$ cat src/rtl/assert_macros.svh
// assertion macros used by the top-level rtl file
`ifndef ASSERT_MACROS_SVH
`define ASSERT_MACROS_SVH

// same-cycle implication, disabled while reset is asserted
`define LDDN_ASSERT_IMP(label, clk, rst_n, ante, cons) \
  label: assert property (@(posedge clk) disable iff (!rst_n) (ante) |-> (cons)) \
    else $error("lddn assertion failed");

// next-cycle implication, disabled while reset is asserted
`define LDDN_ASSERT_NXT(label, clk, rst_n, ante, cons) \
  label: assert property (@(posedge clk) disable iff (!rst_n) (ante) |=> (cons)) \
    else $error("lddn assertion failed");

`endif

$ cat src/rtl/lddn_ram.sv
// generic simple dual-port ram with a registered read
`default_nettype none

module lddn_ram #(
  parameter int ADDR_BITS = 8,
  parameter int DATA_BITS = 8
) (
  input  logic                 clk_i,
  input  logic                 we_i,
  input  logic [ADDR_BITS-1:0] waddr_i,
  input  logic [DATA_BITS-1:0] wdata_i,
  input  logic                 re_i,
  input  logic [ADDR_BITS-1:0] raddr_i,
  output logic [DATA_BITS-1:0] rdata_o
);

  logic [DATA_BITS-1:0] mem_q [0:(1 << ADDR_BITS)-1];
  logic [DATA_BITS-1:0] rdata_q;

  // write port
  always_ff @(posedge clk_i) begin
    if (we_i) begin
      mem_q[waddr_i] <= wdata_i;
    end
  end

  // read port, registered
  always_ff @(posedge clk_i) begin
    if (re_i) begin
      rdata_q <= mem_q[raddr_i];
    end
  end

  assign rdata_o = rdata_q;

endmodule

`default_nettype wire

$ cat config.mk
export PLATFORM = sky130hd
export DESIGN_NAME = lddn_ram
export DESIGN_NICKNAME = d
export VERILOG_FILES = /design/src/rtl/assert_macros.svh /design/src/rtl/lddn_ram.sv
export SDC_FILE = /design/constraint.sdc
export NUM_CORES = 2
export LEC_CHECK = 0
export BUFFER_PORTS_ARGS = -buffer_cell sky130_fd_sc_hd__clkbuf_2
export CAP_MARGIN = 5
export CORE_ASPECT_RATIO = 1.2
export CORE_UTILIZATION = 35
export CTS_CLUSTER_DIAMETER = 100
export DETAILED_ROUTE_END_ITERATION = 10
export MAX_ROUTING_LAYER = met4
export PLACE_DENSITY = 0.56
export SYNTH_ARGS = -nofsm -noshare
export SYNTH_HDL_FRONTEND = slang
export SYNTH_SLANG_ARGS = --single-unit
$ cat constraint.sdc
create_clock -name clk_i -period 5.85 [get_ports clk_i]
set_input_delay 1.17 -clock clk_i [delete_from_list [all_inputs] [get_ports clk_i]]
set_output_delay 1.17 -clock clk_i [all_outputs]
set_load 0.005 [all_outputs]
# After elaboration in Yosys (flattened, before gate mapping)
# Memories as Yosys holds them, arrays and structs flattened. A register that Yosys moved wholly into a read port is not among the register bits.
# Index checks and enable logic that the tools add are counted.
[word_totals]
reg_bits = 0
latch_bits = 0
mem_bits_rw = 2048
romBits = 0
inputBits = 27
out_inout_bits = 8
elab_cells = 3
memories = 1
[memory_table]
columns = ["name", "depth", "word_bits", "read_ports", "rd_ports_with_merged_regs", "wr", "line_no", "rtl"]
rows = [
  ["mem_q", 256, 8, 1, 1, 1, "lddn_ram.sv:17", "logic [DATA_BITS-1:0] mem_q [0:(1 << ADDR_BITS)-1];"],
]
[op_classes]
addsub = 0
n_mul = 0
div = 0
order_cmp = 0
eq_ne = 0
shifts = 0
mux = 2
n_bitwise = 0
n_reduce_logical = 0
[op_table]
columns = ["operator", "n"]
rows = [
  ["$mux W1", 2],
]

# Depth between registers and ports, before layout
[logic_depth]
ltp_word = 2
depth_mapped = 11
depth_no_buf = 6

# Worst setup path after synthesis
# OpenSTA, ideal clock, no wires.
[synth_timing]
path_kind = "input to register"
startpoint = "input port raddr_i[0]"
endpoint = "register rdata_q[2], in the netlist rdata_o[2], read port of mem_q (data pin)"
setup_ps = 269
t_arrival_ps = 2977
t_required_ps = 5581
setup_slack_ps = 2604
cell_stages = 9
path_buffers = 4
cell_sequence = "buf_6 -> buf_12 -> buf_8 -> buf_2 -> mux4_2 -> a22oi_1 -> a21oi_1 -> nor4_1 -> nor4_2"
[synth_rtl]
columns = ["element", "line_no", "rtl"]
rows = [
  ["start: declaration", "lddn_ram.sv:13", "input logic [ADDR_BITS-1:0] raddr_i,"],
  ["end: declaration", "lddn_ram.sv:18", "logic [DATA_BITS-1:0] rdata_q;"],
]

==> metrics <==
status=finished with violations; failing checks=DRC; post-synth cell types=54; Worst-Skew Late Latency=0.84 ns; max incr delay on CP=0.75 ns; cell area after synthesis=79,600 um2; gp weighted congestion=0.837; CP Max Fanout=47; GR Util met2=0.302; Core Footprint=226,000 um2; initial antenna violation count=11; TritonRoute pass-1 iters=10; Clock transition at path regs=0.07 ns; share of cells above drive strength 1=0.225; final worst setup slack=1.81 ns; largest net degree at the start of global routing=149; top_reg_cell synth=edfxtp_1; full die area=229,000 um2; crit-path cells=buf_8 -> buf_12 -> mux4_2 -> a22o_1 -> a221oi_1 -> o32ai_1 -> nor3_1 -> nor4_1; Seq pwr share=0.539; Post-CTS Resized=0; Initial Utilization=0.353; Via Count=38,200; DRC=6; hold path cells=1; VDD IR-drop max=0.310 mV; combinational power share=0.049; clock network power share=0.412; Multi-input gate area=16,500 um2; crit path kind=in2reg; Detailed Route Iter0 Violations=3,951; RR Startpoint=mem_q[83][3]; Synth Warn #=0; worst r2r dst=rdata_o[3]; Synth area leader=edfxtp_1; Min-Delay Endpoint=mem_q[10][6]; setup_tns=0 ns; Die Ht=525 um; minimum hold slack=0.739 ns; port buffer count=34; detailed-route wire length per cell=29.5 um; Hold Crit Class=in2reg; EDFF count, synth=2,056; CP max-delay cell=nor3_1; Max Cap Viol=0; GR peak layer=met2; Worst Skew=0.0372 ns; f_max=247 MHz; fillcell total=19,900; minimum clock period=4.04 ns; Worst Path Required=6.40 ns; Seq/Total Area, Yosys=0.775; most frequent cell after synthesis=edfxtp_1; Leak=27.1 nW; Internal=23.7 mW; Async SR Flop Fraction=0; RSZ-0062 raised after global routing=false; Syn Nets=3,760; GR Util met1=0.235; first-pass GRT wire length=295,000 um; synthesized area per cell=21.3 um2; Die X=437 um; r2r setup slk=2.81 ns; crit path DAT=4.59 ns; pre-CTS WS=0.925 ns; row count=191; GR Overflow Total=0; Setup-failing EPs final=0; clk root buf=clkbuf_16; Clock Tree Buf Depth=3; GR Util All Layers=0.184; CP delay by family, top=compound AO/OA/AOI/OAI gates; area delta synth->final=12.6%; synth top area cells=edfxtp_1, mux4_2, mux2i_1, nor2_1, a22oi_1; Max-slew headroom=0.232; vias in the first global route=38,900; CTS buffer count=193; R2R cell count=6; Vias/cell=5.45; startpoint types=input pin; flip-flop and latch count after synthesis=2,056; IO Count=35; # clock sinks=2,056; H-tree depth=4; # Post-CTS Setup Buffers=0; CTS tree=yes; Commonest cells post-synth=edfxtp_1, mux4_2, nor2_1; Fin. Hold Viols=0; remaining antenna violation count=0; Hold Startpoint=wdata_i[6]; CP endpoint kind=flop; Mapped Cells=3,733; actual slew at the worst max-slew pin=1.15 ns; WL final=207,000 um; M3 GR Usage=0.0273; switching pwr=6.54 mW; Final #Nets=3,875; PwrDens=337 nW/um2; CP bufs+invs=2; sequential cell area=61,700 um2; final worst path period share=0.691; Hold Buf Count CTS=0; Sw Ratio=0.217; Pins Over Slew Limit=0; Yosys top cell area share=0.775; DP HPWL=126,000 um
[routing by layer]
metal / share of wire / vias to the layer above
li1: - / 15900
met1: 0.41 / 20700
met2: 0.51 / 1241
met3: 0.051 / 337
met4: 0.036 / 0
met5: 0 / -
[placed cells by master, fill, tap and decap left out, types with 5 or more instances in the layout]
master	n
a21oi_1	96
o21ai_0	10
o211ai_1	10
clkinv_2	34
nand4_1	10
nor4_2	5
o22a_1	5
clkinvlp_4	8
nand2b_1	8
a22oi_1	133
mux2i_1	134
inv_6	6
o221ai_1	46
a221oi_1	13
clkinv_1	47
clkbuf_1	37
clkbuf_16	194
bufinv_16	18
o22ai_1	28
buf_8	10
nor2_1	279
buf_12	23
clkbuf_2	22
buf_4	97
mux4_2	454
nand2_1	32
diode_2	8
a22o_1	8
nor3_1	22
nor4_1	22
nor2b_1	28
edfxtp_1	2056
nand3_1	34
a211oi_1	16
and2_1	6
[final cells by class]
type                    instances  area share
flip-flops and latches       2056       0.689
multi-input cells            1442       0.184
clock buffers                 231      0.0557
well taps                    2991      0.0417
repair buffers                153      0.0162
clock inverters               122      0.0134
diodes                          8    0.000223
inverters                       2   0.0000837
[how the worst max path moves through the flow]
stage | startpoint | to | slack [ns] | depth (start not counted)
6_report | raddr_i[0] | rdata_o[3] | 1.81 | 8
5_1_grt | raddr_i[0] | rdata_o[5] | 1.66 | 8
4_1_cts | raddr_i[0] | rdata_o[3] | 1.83 | 8
3_5_place_dp | raddr_i[0] | rdata_o[3] | 0.92 | 8
3_3_place_gp | raddr_i[0] | rdata_o[0] | 0.62 | 7
2_1_floorplan | raddr_i[0] | rdata_o[2] | 2.60 | 9
[power groups by stage]
| stage | Clock, mW | Sequential [mW] | Combinational (mW) |
|---|---|---|---|
| 6_report | 12.4 | 16.3 | 1.48 |
| 5_1_grt | 13.2 | 16.3 | 1.55 |
| 4_1_cts | 12.6 | 16.3 | 1.50 |
| 3_5_place_dp | 0 | 16.6 | 1.50 |
| 3_3_place_gp | 0 | 16.6 | 1.48 |
| 2_1_floorplan | 0 | 16.6 | 0.789 |
[state kept, by name, indices dropped and copies added, names as in the netlist]
| name | count |
|---|---|
| mem_q | 2048 |
| rdata_o | 8 |
[stage by stage]
step | utilization | area (um2) | std cells | power (mW)
finish | 0.397 | 89700 | 7005 | 30.2
global route | 0.397 | 89600 | 6999 | 31.0
CTS | 0.397 | 89600 | 6997 | 30.4
detailed placement | 0.370 | 83400 | 6644 | 18.1
global placement | 0.369 | 83400 | 6643 | 18.1
floorplan | - | 79600 | 3733 | 17.4
[kinds of logic (layout without fill, tap and decap cells)]
| kind of cell | Yosys count | after routing | share of synthesized area |
|---|---|---|---|
| AO/OA/AOI/OAI | 385 | 385 | 0.0342 |
| buffers and inverters | 235 | 508 | 0.0183 |
| flip-flops | 2056 | 2056 | 0.775 |
| multiplexers | 591 | 591 | 0.146 |
| other | 0 | 8 | 0 |
| AND/OR/NAND/NOR | 466 | 466 | 0.0263 |
Power figures use the tool's default switching activity.
