[config.mk]
export PLATFORM = sky130hd
export DESIGN_NAME = lddn_div
export DESIGN_NICKNAME = d
export VERILOG_FILES = /design/src/rtl/assert_macros.svh /design/src/rtl/lddn_pkg.sv /design/src/rtl/lddn_div.sv
export SDC_FILE = /design/constraint.sdc
export NUM_CORES = 1
export LEC_CHECK = 0
export ABC_AREA = 1
export BUFFER_PORTS_ARGS = -buffer_cell sky130_fd_sc_hd__clkbuf_2
export CORE_UTILIZATION = 60
export CTS_BUF_LIST = sky130_fd_sc_hd__clkbuf_4
export DETAILED_ROUTE_END_ITERATION = 16
export PLACE_DENSITY = 0.82
export SKIP_LAST_GASP = 1
export SYNTH_ARGS = -nofsm -noshare
export SYNTH_HDL_FRONTEND = slang
export SYNTH_SLANG_ARGS = --single-unit
[constraint.sdc]
create_clock -name clk_i -period 2.5 [get_ports clk_i]
set_input_delay 0.25 -clock clk_i [delete_from_list [all_inputs] [get_ports clk_i]]
set_output_delay 0.25 -clock clk_i [all_outputs]
set_load 0.01 [all_outputs]
[src/rtl/assert_macros.svh]
// assertion macros used by the top-level rtl file
`ifndef ASSERT_MACROS_SVH
`define ASSERT_MACROS_SVH

// same-cycle implication, disabled while reset is asserted
`define LDDN_ASSERT_IMP(label, clk, rst_n, ante, cons) \
  label: assert property (@(posedge clk) disable iff (!rst_n) (ante) |-> (cons)) \
    else $error("lddn assertion failed");

// next-cycle implication, disabled while reset is asserted
`define LDDN_ASSERT_NXT(label, clk, rst_n, ante, cons) \
  label: assert property (@(posedge clk) disable iff (!rst_n) (ante) |=> (cons)) \
    else $error("lddn assertion failed");

`endif

[src/rtl/lddn_pkg.sv]
// shared constants, codes and types of the difference denoiser
`default_nettype none

package lddn_pkg;

  // sample and difference formats
  localparam int SAMPLE_BITS     = 16;
  localparam int SAMPLE_FRAC     = SAMPLE_BITS - 1;
  localparam int DIFF_BITS       = SAMPLE_BITS + 1;
  localparam int T_BITS          = SAMPLE_BITS + 1;

  // mean format and conversion from the sample format
  localparam int MEAN_BITS       = 24;
  localparam int MEAN_FRAC       = MEAN_BITS - 3;
  localparam int MEAN_SHIFT      = MEAN_FRAC - SAMPLE_FRAC;
  localparam int DM_BITS         = DIFF_BITS + MEAN_SHIFT;
  localparam int DIFF_M_BITS     = MEAN_BITS + 1;

  // channel history store
  localparam int MAX_CHANNELS    = 256;
  localparam int CHAN_BITS       = $clog2(MAX_CHANNELS);
  localparam int CHAN_COUNT_BITS = 9;
  localparam int CHAN_WORD_BITS  = DIFF_BITS + SAMPLE_BITS;

  // bin store
  localparam int TABLE_BINS      = 4096;
  localparam int BIN_BITS        = $clog2(TABLE_BINS);
  localparam int BIN_PROD_BITS   = T_BITS + BIN_BITS;
  localparam int COUNT_BITS      = 32;
  localparam int BIN_WORD_BITS   = COUNT_BITS + MEAN_BITS;

  // gain and blend arithmetic
  localparam int GAIN_BITS       = 17;
  localparam int GAIN_FRAC       = 16;
  localparam int GAIN_ONE        = 1 << GAIN_FRAC;
  localparam int BLEND_SHIFT     = MEAN_FRAC + GAIN_FRAC - SAMPLE_FRAC;
  localparam int PROD_A_BITS     = GAIN_BITS + 1 + DIFF_BITS;
  localparam int PROD_BITS       = GAIN_BITS + 1 + MEAN_BITS;
  localparam int ACC_BITS        = 44;
  localparam int Y_BITS          = ACC_BITS - BLEND_SHIFT;

  // running-mean divider: the quotient never exceeds the magnitude of the difference from the mean
  localparam int QUO_BITS        = MEAN_BITS;
  localparam int DIVIDEND_BITS   = COUNT_BITS;

  // configuration port
  localparam int CFG_IDX_BITS    = 2;
  localparam int CFG_DATA_BITS   = 17;

  typedef logic [CFG_IDX_BITS-1:0] cfg_idx_t;

  localparam cfg_idx_t CFG_LEARN_OR_APPLY = 2'd0;
  localparam cfg_idx_t CFG_CHANNEL_COUNT  = 2'd1;
  localparam cfg_idx_t CFG_BLEND_GAIN     = 2'd2;

  localparam logic MODE_LEARN = 1'b0;
  localparam logic MODE_APPLY = 1'b1;

  // sequencer states
  typedef enum logic [2:0] {
    S_CLEAR,
    S_IDLE,
    S_BIN,
    S_MUL,
    S_DIV,
    S_WB,
    S_MUL2,
    S_EMIT
  } lddn_state_e;

endpackage

`default_nettype wire

[src/rtl/lddn_div.sv]
// restoring divider, one quotient bit per cycle
`default_nettype none

module lddn_div
  import lddn_pkg::*;
(
  input  logic                     clk_i,
  input  logic                     rst_ni,
  input  logic                     start_i,
  input  logic [DIVIDEND_BITS-1:0] dividend_i,
  input  logic [COUNT_BITS-1:0]    divisor_i,
  output logic                     done_o,
  output logic [QUO_BITS-1:0]      quotient_o
);

  localparam int STEP_BITS = $clog2(QUO_BITS);

  logic                  busy_q, busy_d;
  logic                  done_q, done_d;
  logic [STEP_BITS-1:0]  step_q, step_d;
  logic [COUNT_BITS-1:0] rem_q;
  logic [COUNT_BITS-1:0] divisor_q;
  logic [QUO_BITS-1:0]   quo_q;
  logic [COUNT_BITS:0]   trial;
  logic [COUNT_BITS:0]   trial_sub;
  logic                  fits;

  // trial subtraction of the divisor from the shifted remainder
  assign trial     = {rem_q, quo_q[QUO_BITS-1]};
  assign trial_sub = trial - {1'b0, divisor_q};
  assign fits      = trial >= {1'b0, divisor_q};

  // step counter and handshake
  always_comb begin
    busy_d = busy_q;
    done_d = 1'b0;
    step_d = step_q;
    if (start_i) begin
      busy_d = 1'b1;
      step_d = STEP_BITS'(QUO_BITS - 1);
    end else if (busy_q) begin
      if (step_q == '0) begin
        busy_d = 1'b0;
        done_d = 1'b1;
      end else begin
        step_d = step_q - 1'b1;
      end
    end
  end

  always_ff @(posedge clk_i or negedge rst_ni) begin
    if (!rst_ni) begin
      busy_q <= 1'b0;
      done_q <= 1'b0;
      step_q <= '0;
    end else begin
      busy_q <= busy_d;
      done_q <= done_d;
      step_q <= step_d;
    end
  end

  // remainder and quotient shift registers
  always_ff @(posedge clk_i) begin
    if (start_i) begin
      rem_q     <= COUNT_BITS'(dividend_i[DIVIDEND_BITS-1:QUO_BITS]);
      quo_q     <= dividend_i[QUO_BITS-1:0];
      divisor_q <= divisor_i;
    end else if (busy_q) begin
      rem_q <= fits ? trial_sub[COUNT_BITS-1:0] : trial[COUNT_BITS-1:0];
      quo_q <= {quo_q[QUO_BITS-2:0], fits};
    end
  end

  assign done_o     = done_q;
  assign quotient_o = quo_q;

endmodule

`default_nettype wire
# After elaboration in Yosys (flattened, before gate mapping)
# Index checks and enable logic that the tools add are counted.
[op_classes]
n_reduce_logical = 3
order_cmp = 1
n_addsub = 2
n_mux = 14
eq_ne = 1
[op_table]
columns = ["op", "n"]
rows = [
  ["2-to-1 mux 24 bit", 2],
  ["greater-or-equal comparator 33 x 32 -> 1 bit", 1],
  ["2-to-1 mux 32 bit", 1],
  ["subtractor 32 bit", 1],
  ["2-to-1 mux 8 bit", 2],
  ["2-to-1 mux 5 bit", 3],
  ["2-to-1 mux 1 bit", 6],
  ["zero test 5 bit", 1],
  ["subtractor 5 x 1 -> 5 bit, second input constant", 1],
  ["inequality test 2 bit, second input constant", 1],
  ["AND reduction 2 bit", 1],
  ["nonzero test 2 bit", 1],
]
[word_totals]
reg_bits = 95
elab_cells = 28
out_inout_bits = 25
input_bits = 67

# Logic depth before layout (Yosys ltp)
[depth]
word_depth = 4
depth_mapped = 17
depth_no_buf = 16

# Worst setup path before layout
# Ideal clock, no wire load.
[synth_timing]
path_type = "register -> register"
start = "register rem_q[7]"
end = "register rem_q[7] (data pin)"
t_required_ns = 2.247
path_slack_ns = 0.490
setup_time_ns = 0.253
t_arrival_ns = 1.757
period_less_slack_ns = 2.010
n_path_buf = 1
path_stages_with_launch = 15
path_cell_list = "edfxtp_1 ha_1 nand2_2 inv_2 nand2_1 nand2_1 inv_1 nand3_2 nand2_2 nand2_2 nand2_4 buf_2 nand3b_1 nand3_1 nand2_1"
[synth_via]
elab_chain_len = 4
[synth_lines]
columns = ["element", "line", "text"]
rows = [
  ["start: declaration", "lddn_div.sv:21", "logic [COUNT_BITS-1:0] rem_q;"],
  ["start signal: assignment", "lddn_div.sv:66", "rem_q <= COUNT_BITS'(dividend_i[DIVIDEND_BITS-1:QUO_BITS]);"],
  ["start signal: assignment", "lddn_div.sv:70", "rem_q <= fits ? trial_sub[COUNT_BITS-1:0] : trial[COUNT_BITS-1:0];"],
  ["greater-or-equal comparator 33 x 32 -> 1 bit", "lddn_div.sv:31", "assign fits = trial >= {1'b0, divisor_q};"],
  ["2-to-1 mux 32 bit", "lddn_div.sv:70", ""],
  ["2-to-1 mux 8 bit", "lddn_div.sv:69", "end else if (busy_q) begin"],
  ["2-to-1 mux 8 bit", "lddn_div.sv:65", "if (start_i) begin"],
]
# No other way between the ends. The select of a mux whose other input is x is not followed.
# A chain may end at the register's enable or synchronous reset.

# Worst setup path after layout
[layout_timing]
start = "register divisor_q[24]"
end = "register rem_q[6] (data pin)"
[layout_via]
elab_chain_len = 4
[layout_lines]
columns = ["element", "line", "text"]
rows = [
  ["start: declaration", "lddn_div.sv:22", "logic [COUNT_BITS-1:0] divisor_q;"],
  ["start signal: assignment", "lddn_div.sv:68", "divisor_q <= divisor_i;"],
  ["greater-or-equal comparator 33 x 32 -> 1 bit", "lddn_div.sv:31", ""],
  ["2-to-1 mux 32 bit", "lddn_div.sv:70", ""],
  ["2-to-1 mux 8 bit", "lddn_div.sv:69", ""],
  ["2-to-1 mux 8 bit", "lddn_div.sv:65", ""],
]
# No other way between the ends. The select of a mux whose other input is x is not followed.

==> results.cfg <==
[critical_path]
startpoint = divisor_q[24]
cp-end-kind = flip-flop
startpoint_type = flip-flop
crit_arrival_ns = 2.60
worst-setup-path-type = flip-flop to flip-flop
cp.required_ns = 2.77
r2r_start = divisor_q[24]
path_max_fanout = 19

[floorplan]
dieArea_um2 = 11600
num_rows = 38
start_util = 0.616
io_pins = 92
die_w_um = 107
die_y_um = 107
core_um2 = 10800

[power]
p_leak_uw = 0.00437
vdd_drop_max_uv = 536
p_per_area_nw_per_um2 = 864
fin_total_pwr_uw = 6850

[min_path]
hp-class = input pin to flip-flop
worstHoldStart = dividend_i[21]

[routing]
vias_per_cell = 5.04
drt_iter0_drc = 421
vias = 6265
drc_errors = 0
wl_per_cell_um = 13.8
antenna_left = 0
drt_pass1_iterations = 5
drt_wl_total_mm = 17.1

[sta]
slew_violations = 0
finalHoldViolations = 0
finalSetupViolations = 0
rsz0062_at_grt = yes
slew_headroom = 0.694
max_freq_mhz = 428
skew_ns = 0.0186
fin_crit_sh = 0.934
max_slew.worst_pin.slew_ns = 0.458
period_minus_slack_ns = 2.34

[clock_network]
cts_root_buf = clkbuf_4
clockBufferDepth = 2
cts_tree = done
htreeDepth = 3
clock-sinks = 95
insertion_delay_ns = 0.50
cts_buffers = 9
clk_pin_slew_ns = 0.17
post-cts-setup-buffer-count = 0

[place]
dp_hpwl_mm = 12.5
numPortBuffers = 91
gp_congestion = 0.978

[grt]
grt_busiest_layer = met2
grt_max_degree = 67
grt_pass1_vias = 6002
met1_usage = 0.424
grt_pass1_wl_mm = 28.3
use_met3 = 0.0406
grt_usage = 0.320
met2_usage = 0.527
antenna_found_initial = 0
overflow = 0

[synthesis]
synth-edff-count = 64
ys_seq_area_frac = 0.386
synth_area_um2 = 6680
ys_seq_elements = 95
yosys_warnings = 0
syn-instance-count = 959
ys.flop_type = edfxtp_1
synth_cell_type_count = 37
syn_nets = 1061
synth_async_sr_flop_share = 0.0737
avgSynthCellArea_um2 = 6.96

[layout]
syn_to_final_growth_pct = 18.8
utilization = 0.732
finalNetCount = 1199
layout-drive-gt1-share = 0.154
antenna_cells = 0

[flow_run]
maxCapViolCount = 0

[outcome]
status = finished, final reports clean
## synthesized netlist by cell type, types with 5 or more instances
library cell | n | share of area
nand2_1 | 398 | 0.22
inv_1 | 164 | 0.092
nand3_1 | 74 | 0.055
edfxtp_1 | 64 | 0.29
nor2_1 | 43 | 0.024
ha_1 | 34 | 0.064
dfxtp_1 | 24 | 0.072
nand3b_1 | 22 | 0.025
a21oi_1 | 16 | 0.012
inv_2 | 15 | 0.0084
xnor2_1 | 13 | 0.017
nand2_2 | 9 | 0.0084
nand4_1 | 9 | 0.0084
buf_2 | 8 | 0.0060
nor2_2 | 8 | 0.0075
clkbuf_1 | 7 | 0.0039
dfrtp_1 | 7 | 0.026
nand3_2 | 6 | 0.0090
buf_6 | 5 | 0.0084
## layout make-up
type | instances | area [um^2]
well taps | 140 | 175
multi-input cells | 665 | 3340
flip-flops and latches | 95 | 2580
clock inverters | 7 | 77.6
clock buffers | 9 | 67.6
repair buffers | 147 | 1020
inverters | 179 | 672
fillers | 880 | 2910
## per-layer routing
metal,routed length (um),vias up
met4,499,0
met1,7680,2802
met2,8060,191
li1,-,3233
met5,0,-
met3,907,39
## worst max-delay path, cell delays in order, from the launching register on
cell	delay [ns]
edfxtp_1	0.38
inv_1	0.05
ha_1	0.37
nand2_1	0.11
nand2_1	0.07
inv_1	0.07
nand2_1	0.10
a21oi_2	0.20
nor2_4	0.07
nor2_8	0.15
buf_4	0.27
nand3b_1	0.11
nand3_1	0.11
nand2_1	0.05
## metrics by stage
stage	instances	area, um^2	TNS [ns]	hold WS [ns]	worst slack [ns]
floorplan	959	6680	0	-0.0456	0.490
global placement	1180	7290	0	0.0924	0.121
detailed placement	1180	7290	0	0.0984	0.0718
CTS	1242	7890	0	0.000788	0.0502
global route	1242	7930	-0.00411	0.0349	-0.00411
finish	1242	7930	0	0.0300	0.165
## repair_timing
action,4_1_cts,5_1_grt
gates resized for setup,0,7
hold buffers,46,0
endpoints found under the hold margin,52,0
setup endpoints to repair,0,27
## kinds of logic after synthesis
kind of cell,after synthesis,share of synthesized area
buffers and inverters,199,0.119
flip-flops,95,0.386
AND/OR/NAND/NOR,584,0.381
XOR/XNOR,15,0.0197
AO/OA/AOI/OAI,31,0.0274
adder cells (fa/ha/maj),35,0.0667
## final timing paths
check	to	slack [ns]	depth (start not counted)
max in group asynchronous	step_q[1]	2.20	2
min in group asynchronous	done_o	0.12	2
max	rem_q[6]	0.16	13
max reg2reg	rem_q[6]	0.16	13
min reg2reg	rem_q[17]	0.48	2
min	quotient_o[21]	0.03	3
## report_power, final
group | switching, uW | internal [uW] | total [uW]
registers | 188 | 2000 | 2190
clock network | 575 | 319 | 895
logic | 2350 | 1420 | 3770
## cell usage in the layout (no fill, tap or decap), types with 6 or more instances in the layout
cell and count:
a21oi_1 16, buf_4 7, clkbuf_2 91, clkbuf_4 9, dfrtp_1 7, dfxtp_1 24
dlygate4sd3_1 46, edfxtp_1 64, ha_1 31, inv_1 164, inv_2 15, nand2_1 398
nand2_2 9, nand3_1 74, nand3_2 6, nand3b_1 22, nand4_1 9, nor2_1 42
nor2_2 9, xnor2_1 13
## sequential cells by signal, indices dropped and copies added (netlist names)
register / count
divisor_q: 32
rem_q: 32
quotient_o: 24
step_q: 5
busy_q: 1
done_o: 1
Power figures use the tool's default switching activity.
